==> src/rtl/core/fbca_pkg.sv <==
// ----------------------------------------------------------------------------
// fbca_pkg
// Shared constants, codes and types of the block chain allocator.
// ----------------------------------------------------------------------------
package fbca_pkg;

  localparam int NUM_BLOCKS = 256;
  localparam int BLOCK_SIZE = 64;

  localparam int IDX_W   = $clog2(NUM_BLOCKS);
  localparam int CNT_W   = $clog2(NUM_BLOCKS + 1);
  localparam int ENTRY_W = 16;
  localparam int SIZE_W  = 14;

  localparam logic [ENTRY_W-1:0] ENTRY_FREE = 16'hFFFF;
  localparam logic [ENTRY_W-1:0] ENTRY_END  = 16'hFFFE;

  typedef enum logic {
    CMD_ALLOC = 1'b0,
    CMD_FREE  = 1'b1
  } cmd_t;

  typedef enum logic [1:0] {
    STS_OK         = 2'd0,
    STS_NO_SPACE   = 2'd1,
    STS_START_FREE = 2'd2
  } status_t;

  typedef enum logic [2:0] {
    ST_IDLE,
    ST_ALLOC_SCAN,
    ST_ALLOC_END,
    ST_FREE_STEP,
    ST_DONE
  } state_t;

  // Requests from the sequencer to the table.
  typedef struct packed {
    logic               wr_en;
    logic [IDX_W-1:0]   wr_addr;
    logic [ENTRY_W-1:0] wr_data;
    logic               rd_en;
    logic [IDX_W-1:0]   rd_addr;
    logic               set_used;
    logic [IDX_W-1:0]   set_addr;
    logic               clr_used;
    logic [IDX_W-1:0]   clr_addr;
  } tbl_req_t;

endpackage

==> src/rtl/core/fat_block_chain_allocator.sv <==
// ----------------------------------------------------------------------------
// fat_block_chain_allocator
// Block chain allocator over a 256-entry allocation table with free count.
// ----------------------------------------------------------------------------
// One command is taken at a time, and in_tready stays low until it is done.
// An allocate checks the free count in its accept cycle, then scans the
// in-use flags one block per cycle from block 0 until enough free blocks are
// linked, and then writes the end mark in a state of its own; a refused
// allocate goes straight to the result. A free reads the chain table once
// per link through its single registered read port, for at most NUM_BLOCKS
// links. The result register then holds the answer while the next command
// is accepted. After reset every block is free at once; no clearing pass is
// needed.
module fat_block_chain_allocator import fbca_pkg::*; (
  input  logic        clk,
  input  logic        rst_n,
  input  logic        in_tvalid,
  output logic        in_tready,
  input  logic [23:0] in_tdata,   // size_bytes[13:0], start_block[21:14], zero fill
  input  logic        in_tuser,   // cmd: 0 allocate, 1 free
  output logic        out_tvalid,
  input  logic        out_tready,
  output logic [31:0] out_tdata   // status[1:0], first_block[9:2], block_count[18:10],
                                  // free_count[27:19], zero fill
);

  tbl_req_t           tbl_req;
  logic [IDX_W-1:0]   probe_addr;
  logic               probe_free;
  logic [ENTRY_W-1:0] rd_entry;
  logic [1:0]         res_status;
  logic [IDX_W-1:0]   res_first;
  logic [CNT_W-1:0]   res_count;
  logic [CNT_W-1:0]   res_free;

  fbca_seq u_seq (
    .clk        (clk),
    .rst_n      (rst_n),
    .in_valid   (in_tvalid),
    .in_ready   (in_tready),
    .in_cmd     (in_tuser),
    .in_size    (in_tdata[13:0]),
    .in_start   (in_tdata[21:14]),
    .out_valid  (out_tvalid),
    .out_ready  (out_tready),
    .out_status (res_status),
    .out_first  (res_first),
    .out_count  (res_count),
    .out_free   (res_free),
    .tbl_req    (tbl_req),
    .probe_addr (probe_addr),
    .probe_free (probe_free),
    .rd_entry   (rd_entry)
  );

  fbca_table u_table (
    .clk        (clk),
    .rst_n      (rst_n),
    .req        (tbl_req),
    .probe_addr (probe_addr),
    .probe_free (probe_free),
    .rd_entry   (rd_entry)
  );

  assign out_tdata = {4'b0, res_free, res_count, res_first, res_status};

endmodule

==> src/rtl/core/fbca_table.sv <==
// ----------------------------------------------------------------------------
// fbca_table
// Chain table memory with one write and one registered read port, plus a
// per-entry in-use flag that reset clears, so every entry starts free.
// ----------------------------------------------------------------------------
module fbca_table import fbca_pkg::*; (
  input  logic               clk,
  input  logic               rst_n,
  input  tbl_req_t           req,
  input  logic [IDX_W-1:0]   probe_addr,
  output logic               probe_free,
  output logic [ENTRY_W-1:0] rd_entry
);

  logic [ENTRY_W-1:0]    mem [NUM_BLOCKS];
  logic [ENTRY_W-1:0]    rd_q_r;
  logic [IDX_W-1:0]      rd_addr_r;
  logic [NUM_BLOCKS-1:0] used_r;

  always_ff @(posedge clk) begin
    if (req.wr_en) begin
      mem[req.wr_addr] <= req.wr_data;
    end
    if (req.rd_en) begin
      rd_q_r    <= mem[req.rd_addr];
      rd_addr_r <= req.rd_addr;
    end
  end

  always_ff @(posedge clk) begin
    if (!rst_n) begin
      used_r <= '0;
    end else begin
      if (req.set_used) begin
        used_r[req.set_addr] <= 1'b1;
      end
      if (req.clr_used) begin
        used_r[req.clr_addr] <= 1'b0;
      end
    end
  end

  // An entry whose flag is clear reads as free, whatever the memory holds.
  assign probe_free = ~used_r[probe_addr];
  assign rd_entry   = used_r[rd_addr_r] ? rd_q_r : ENTRY_FREE;

endmodule

==> src/rtl/core/fbca_seq.sv <==
// ----------------------------------------------------------------------------
// fbca_seq
// Command sequencer: scans the table for free blocks on allocate, walks a
// chain on free, keeps the free count and holds the result register.
// ----------------------------------------------------------------------------
module fbca_seq import fbca_pkg::*; (
  input  logic               clk,
  input  logic               rst_n,
  input  logic               in_valid,
  output logic               in_ready,
  input  logic               in_cmd,
  input  logic [SIZE_W-1:0]  in_size,
  input  logic [IDX_W-1:0]   in_start,
  output logic               out_valid,
  input  logic               out_ready,
  output logic [1:0]         out_status,
  output logic [IDX_W-1:0]   out_first,
  output logic [CNT_W-1:0]   out_count,
  output logic [CNT_W-1:0]   out_free,
  output tbl_req_t           tbl_req,
  output logic [IDX_W-1:0]   probe_addr,
  input  logic               probe_free,
  input  logic [ENTRY_W-1:0] rd_entry
);

  localparam logic [CNT_W-1:0] FULL_CNT = CNT_W'(NUM_BLOCKS);

  state_t           state_r, state_nxt;
  logic [CNT_W-1:0] free_r, free_nxt;
  logic [CNT_W-1:0] need_r, need_nxt;
  logic [CNT_W-1:0] cnt_r, cnt_nxt;
  logic [IDX_W-1:0] idx_r, idx_nxt;
  logic [IDX_W-1:0] prev_r, prev_nxt;
  logic [IDX_W-1:0] first_r, first_nxt;
  status_t          sts_r, sts_nxt;

  logic             ovalid_r, ovalid_nxt;
  logic [1:0]       ostatus_r, ostatus_nxt;
  logic [IDX_W-1:0] ofirst_r, ofirst_nxt;
  logic [CNT_W-1:0] ocount_r, ocount_nxt;
  logic [CNT_W-1:0] ofree_r, ofree_nxt;

  logic             accept;
  logic [CNT_W-1:0] need_in;
  logic             link_stop;

  assign accept  = in_valid && (state_r == ST_IDLE);
  assign need_in = CNT_W'(in_size / BLOCK_SIZE) + CNT_W'(1);
  // A walk ends on the end mark or on a link that points beyond the table.
  assign link_stop = (rd_entry == ENTRY_END) ||
                     (rd_entry[ENTRY_W-1:IDX_W] != '0);

  always_ff @(posedge clk) begin
    if (!rst_n) begin
      state_r  <= ST_IDLE;
      free_r   <= FULL_CNT;
      ovalid_r <= 1'b0;
    end else begin
      state_r  <= state_nxt;
      free_r   <= free_nxt;
      ovalid_r <= ovalid_nxt;
    end
  end

  always_ff @(posedge clk) begin
    need_r    <= need_nxt;
    cnt_r     <= cnt_nxt;
    idx_r     <= idx_nxt;
    prev_r    <= prev_nxt;
    first_r   <= first_nxt;
    sts_r     <= sts_nxt;
    ostatus_r <= ostatus_nxt;
    ofirst_r  <= ofirst_nxt;
    ocount_r  <= ocount_nxt;
    ofree_r   <= ofree_nxt;
  end

  always_comb begin
    state_nxt   = state_r;
    free_nxt    = free_r;
    need_nxt    = need_r;
    cnt_nxt     = cnt_r;
    idx_nxt     = idx_r;
    prev_nxt    = prev_r;
    first_nxt   = first_r;
    sts_nxt     = sts_r;
    ovalid_nxt  = ovalid_r;
    ostatus_nxt = ostatus_r;
    ofirst_nxt  = ofirst_r;
    ocount_nxt  = ocount_r;
    ofree_nxt   = ofree_r;
    tbl_req     = '0;
    probe_addr  = idx_r;

    if (ovalid_r && out_ready) begin
      ovalid_nxt = 1'b0;
    end

    unique case (state_r)
      ST_IDLE: begin
        probe_addr = in_start;
        if (accept) begin
          cnt_nxt   = '0;
          first_nxt = '0;
          sts_nxt   = STS_OK;
          if (cmd_t'(in_cmd) == CMD_ALLOC) begin
            need_nxt = need_in;
            idx_nxt  = '0;
            if (need_in > free_r) begin
              sts_nxt   = STS_NO_SPACE;
              state_nxt = ST_DONE;
            end else begin
              state_nxt = ST_ALLOC_SCAN;
            end
          end else if (probe_free) begin
            sts_nxt   = STS_START_FREE;
            state_nxt = ST_DONE;
          end else begin
            idx_nxt         = in_start;
            tbl_req.rd_en   = 1'b1;
            tbl_req.rd_addr = in_start;
            state_nxt       = ST_FREE_STEP;
          end
        end
      end

      ST_ALLOC_SCAN: begin
        probe_addr = idx_r;
        idx_nxt    = idx_r + IDX_W'(1);
        if (probe_free) begin
          tbl_req.set_used = 1'b1;
          tbl_req.set_addr = idx_r;
          if (cnt_r == '0) begin
            first_nxt = idx_r;
          end else begin
            // Link the previous block of the chain to this one.
            tbl_req.wr_en   = 1'b1;
            tbl_req.wr_addr = prev_r;
            tbl_req.wr_data = ENTRY_W'(idx_r);
          end
          prev_nxt = idx_r;
          cnt_nxt  = cnt_r + CNT_W'(1);
          free_nxt = free_r - CNT_W'(1);
          if (cnt_r + CNT_W'(1) == need_r) begin
            state_nxt = ST_ALLOC_END;
          end
        end
      end

      ST_ALLOC_END: begin
        tbl_req.wr_en   = 1'b1;
        tbl_req.wr_addr = prev_r;
        tbl_req.wr_data = ENTRY_END;
        state_nxt       = ST_DONE;
      end

      ST_FREE_STEP: begin
        if (rd_entry == ENTRY_FREE) begin
          state_nxt = ST_DONE;
        end else begin
          tbl_req.clr_used = 1'b1;
          tbl_req.clr_addr = idx_r;
          cnt_nxt          = cnt_r + CNT_W'(1);
          if (free_r != FULL_CNT) begin
            free_nxt = free_r + CNT_W'(1);
          end
          if (link_stop || (cnt_r + CNT_W'(1) == FULL_CNT)) begin
            state_nxt = ST_DONE;
          end else begin
            idx_nxt         = rd_entry[IDX_W-1:0];
            tbl_req.rd_en   = 1'b1;
            tbl_req.rd_addr = rd_entry[IDX_W-1:0];
          end
        end
      end

      ST_DONE: begin
        if (!ovalid_r || out_ready) begin
          ovalid_nxt  = 1'b1;
          ostatus_nxt = sts_r;
          ofirst_nxt  = (sts_r == STS_OK) ? first_r : '0;
          ocount_nxt  = (sts_r == STS_OK) ? cnt_r : '0;
          ofree_nxt   = free_r;
          state_nxt   = ST_IDLE;
        end
      end

      default: begin
        state_nxt = ST_IDLE;
      end
    endcase
  end

  assign in_ready   = (state_r == ST_IDLE);
  assign out_valid  = ovalid_r;
  assign out_status = ostatus_r;
  assign out_first  = ofirst_r;
  assign out_count  = ocount_r;
  assign out_free   = ofree_r;

endmodule
==> config.mk <==
export PLATFORM = sky130hd
export DESIGN_NAME = fat_block_chain_allocator
export DESIGN_NICKNAME = d
export VERILOG_FILES = /design/src/rtl/core/fbca_pkg.sv /design/src/rtl/core/fat_block_chain_allocator.sv /design/src/rtl/core/fbca_table.sv /design/src/rtl/core/fbca_seq.sv
export SDC_FILE = /design/constraint.sdc
export NUM_CORES = 2
export LEC_CHECK = 0
export ABC_AREA = 1
export BUFFER_PORTS_ARGS = -buffer_cell sky130_fd_sc_hd__buf_2
export CAP_MARGIN = 40
export CORE_ASPECT_RATIO = 1.25
export CORE_MARGIN = 3
export CORE_UTILIZATION = 35
export DETAILED_ROUTE_END_ITERATION = 10
export PLACE_DENSITY_LB_ADDON = 0.2
export SLEW_MARGIN = 10
export SYNTH_ARGS = -nofsm -noshare
export SYNTH_HDL_FRONTEND = slang
export SYNTH_SLANG_ARGS = --single-unit
==> constraint.sdc <==
create_clock -name clk -period 19.8 [get_ports clk]
set_clock_uncertainty 0.2 [all_clocks]
set_input_delay 0.99 -clock clk [delete_from_list [all_inputs] [get_ports clk]]
set_output_delay 0.99 -clock clk [all_outputs]
set_load 0.01 [all_outputs]
==> results.toml <==
[run_status]
status = "complete, no violations"

[logic_synthesis]
synthTopCellsByArea = "sky130_fd_sc_hd__edfxtp_1 (60%), sky130_fd_sc_hd__nand3_1 (9.7%), sky130_fd_sc_hd__nand2_1 (7.6%), sky130_fd_sc_hd__dfxtp_1 (4.5%), sky130_fd_sc_hd__nand3b_1 (4.1%)"
synth-seq-cells = 2662
synth_enable_flop_cells = 2393
synth_top_area_cell = "sky130_fd_sc_hd__edfxtp_1"
synth_area_mm2 = 0.120
synth_top_family_by_area = "simple AND/OR/NAND/NOR gates"
yosys.cell_types.count = 49
synth_compound_area_share_pct = 3.87
synthSimpleGateAreaFrac_pct = 24.4
ys_warn_count = 0
post_synthesis_mux_area_share_pct = 0
post_synth_fa_ha_maj_area_fraction_pct = 0.226
synth-seq-area-share_pct = 64.5
post_synth.cell_area_avg_um2 = 10.1
postSynthCellCount = 11800
synth_xor_xnor_area_share_pct = 0.190
postSynth.asyncResetShare_pct = 0
yosysTopAreaCellShare_pct = 60.0
dominantRegCellSynth = "sky130_fd_sc_hd__edfxtp_1"

[finish]
num-nets-final = 11700
share_of_layout_cells_above_drive_strength_1_pct = 6.94
syn_to_final_growth_pct = 12.1
final-instance-count-excl-fill = 16300

[routing]
drc = 0
drt_first_iter_violations = 8901
antenna_left = 0
detailedRoute.firstPassIterationCount = 8
vias_per_cell = 5.34
detailroute.via_count = 87200
route.detailed.wl_per_inst_um = 23.5
wirelength_mm = 383

[cts]
worst_setup_hold_path_clk_slew_ns = 0.06
clk-insertion-delay-late_ns = 0.89
postCtsSetupRepairBufs = 0
tritoncts = "built"
ctsHtreeMaxLevel = 5
ctsHoldBuffers = 0
clock_tree.buffer_depth = 4
clock-sinks = 2662
cts-root-buf = "sky130_fd_sc_hd__clkbuf_16"
post_cts.resized_instances = 0
tritoncts_buffers = 284

[run]
max_cap_violations = 0

[setup_path]
critPathArrivalTime_ns = 10.99
critical-path-max-stage-delay_ns = 0.81
worstSetupPathType = "register to register"
critical_path.max_fanout = 81
worst_setup_path_start_kind = "register"
end_kind = "register"
critical_path_required_ns = 20.29
cell_seen_most_often_among_critical_path_stages = "sky130_fd_sc_hd__nand3_1"
critical-path-slowest-cell = "sky130_fd_sc_hd__buf_4"

[sta]
final_period_minus_worst_setup_slack_ns = 10.50
timing.final.hold_violations = 0
post-route-period-util_pct = 53.0
whs_ns = 0.216
slew_headroom_pct = 23.7
report.final.setup_viol = 0
timing.setup.tns_ns = 0
grt_setup_unrepaired = "false"
tightestPinTransition_ns = 1.14
post-route-worst-setup-slack_ns = 9.30
max_clock_freq_mhz = 95.2
maxSlewViolCount = 0

[placement]
numPortBuffers = 50
place.gp.congestion = 0.901
pre_cts_ws_ns = 9.33
placedCellCount = 15800
detailed_place_hpwl_mm = 218

[die]
floorplan.initialDensity_pct = 35.2
num_rows = 239
fp.dieW_um = 529
die_footprint_mm2 = 0.349
chipHeight_um = 660
ios = 63
fp.coreArea_mm2 = 0.340

[global_route]
grt.overflow.total = 0
largest_net_degree_at_the_start_of_global_routing = 193
initial_antenna_violation_count = 14
globalRouteTotalUtil_pct = 21.3
wire_length_of_the_first_global_routing_pass_mm = 559
number_of_global_route_vias_before_repair = 83600

[hold_path]
hold_path_class = "input port to register"

[pwr]
power_per_cell_area_mw_per_mm2 = 140
power_leakage_nw = 49.5
ir_worst_vdd_mv = 0.146
p_total_w = 0.0188
[routing by layer]
metal | global-route usage [%] | routed length [um] | share of wire [%] | vias up
met4 | 10.3 | 20100 | 5.3 | 2
met5 | 0 | 5 | 0.0013 | -
met2 | 34.8 | 181000 | 47 | 3692
met3 | 3.34 | 26900 | 7.0 | 956
met1 | 27.4 | 156000 | 41 | 42400
li1 | - | - | - | 40200
[layout by cell type (no fill, tap or decap), types with 8 or more instances in the layout]
cell	netlist	routed
sky130_fd_sc_hd__nand2_1	2430	2413
sky130_fd_sc_hd__edfxtp_1	2393	2393
sky130_fd_sc_hd__nand3_1	2315	2314
sky130_fd_sc_hd__inv_1	1157	1151
sky130_fd_sc_hd__nor2_1	747	743
sky130_fd_sc_hd__nand3b_1	647	647
sky130_fd_sc_hd__a21oi_1	317	317
sky130_fd_sc_hd__clkbuf_16	0	297
sky130_fd_sc_hd__o21ai_0	295	286
sky130_fd_sc_hd__dfxtp_1	269	269
sky130_fd_sc_hd__buf_4	40	237
sky130_fd_sc_hd__nor3_1	119	119
sky130_fd_sc_hd__o211ai_1	110	110
sky130_fd_sc_hd__clkbuf_1	243	57
sky130_fd_sc_hd__o22ai_1	61	56
sky130_fd_sc_hd__clkinv_2	0	55
sky130_fd_sc_hd__buf_2	433	51
sky130_fd_sc_hd__clkinv_1	4	49
sky130_fd_sc_hd__buf_12	0	29
sky130_fd_sc_hd__buf_16	0	23
sky130_fd_sc_hd__xor2_1	22	22
sky130_fd_sc_hd__ha_1	20	20
sky130_fd_sc_hd__bufinv_16	0	18
sky130_fd_sc_hd__o21ai_1	17	17
sky130_fd_sc_hd__a211oi_1	16	16
sky130_fd_sc_hd__nand2_2	6	15
sky130_fd_sc_hd__o21ai_4	2	11
sky130_fd_sc_hd__diode_2	0	10
sky130_fd_sc_hd__inv_6	0	9
sky130_fd_sc_hd__buf_8	0	9
sky130_fd_sc_hd__nand4_1	8	8
[cells in the mapped netlist, drive strengths merged (2+ instances only)]
cell type and n:
a2111oi 2, a211oi 16, a21oi 317, a221oi 2
and3 4, buf 577, clkbuf 243, clkinv 4
dfxtp 269, edfxtp 2393, ha 20, inv 1163
nand2 2436, nand3 2317, nand3b 647, nand4 9
nor2 750, nor3 123, nor3b 2, nor4 6
o211ai 110, o21ai 316, o22ai 61, o311ai 2
or2 3, xnor2 4, xor2 22
[worst max-delay path: cells and delay by family (launching register included)]
kind | cells | cell delay, ns
flops | 1 | 0.47
simple gates | 26 | 6.16
buf+inv | 4 | 3.09
[final timing paths]
path,startpoint,endpoint,slack (ns),cells past startpoint
hold reg to reg,u_seq.sts_r[0]$_SDFFCE_PP0P_,u_seq.out_status[0]$_DFFE_PP_,0.25,0
setup reg to reg,u_seq.state_r[2]$_SDFFE_PN0P_,u_table.rd_q_r[1]$_DFFE_PP_,9.30,30
hold / removal,in_tdata[6],u_seq.need_r[0]$_DFFE_PP_,0.22,2
setup / recovery,u_seq.state_r[2]$_SDFFE_PN0P_,u_table.rd_q_r[1]$_DFFE_PP_,9.30,30
[cell families after synthesis]
kind of cell	Yosys count
simple gates	6297
flops	2662
buf+inv	1987
compound gates	833
xor+xnor	26
fa+ha+maj	21
other cells	1
[registers in the layout (all words and copies together), names as in the netlist]
register	count
u_table.rd_addr_r	8
u_seq.first_r	8
u_seq.out_count	9
u_table.used_r	256
u_table.rd_q_r	9
u_table.mem	2304
u_seq.state_r	3
u_seq.out_first	8
u_seq.out_status	2
u_seq.sts_r	2
u_seq.idx_r	8
u_seq.prev_r	8
u_seq.out_free	9
u_seq.cnt_r	9
u_seq.need_r	9
u_seq.free_r	9
u_seq.out_valid	1
[where the power goes]
part           internal [W]  leakage (nW)  total (W)  switching (W)
clock               0.00300          4.38    0.00522        0.00222
combinational       0.00146          21.2    0.00639        0.00493
sequential          0.00714          23.9    0.00723      0.0000865
[area by class of cell]
type                    instances  area (um^2)
flip-flops and latches       2662        77200
well taps                    4458         5580
multi-input cells            7181        34700
diodes                         10         25.0
clock buffers                 359         7710
repair buffers                354         3440
inverters                    1167         4410
fillers                     32800       206000
clock inverters               140         1180
[stage by stage]
stage | cell area, um^2 | utilization (%)
after floorplan | 120000 | -
after global placement | 124000 | 36.3
after detailed placement | 125000 | 36.8
after CTS | 134000 | 39.5
after global routing | 134000 | 39.5
final | 134000 | 39.5
No activity file was read; power rests on OpenSTA's default activity.
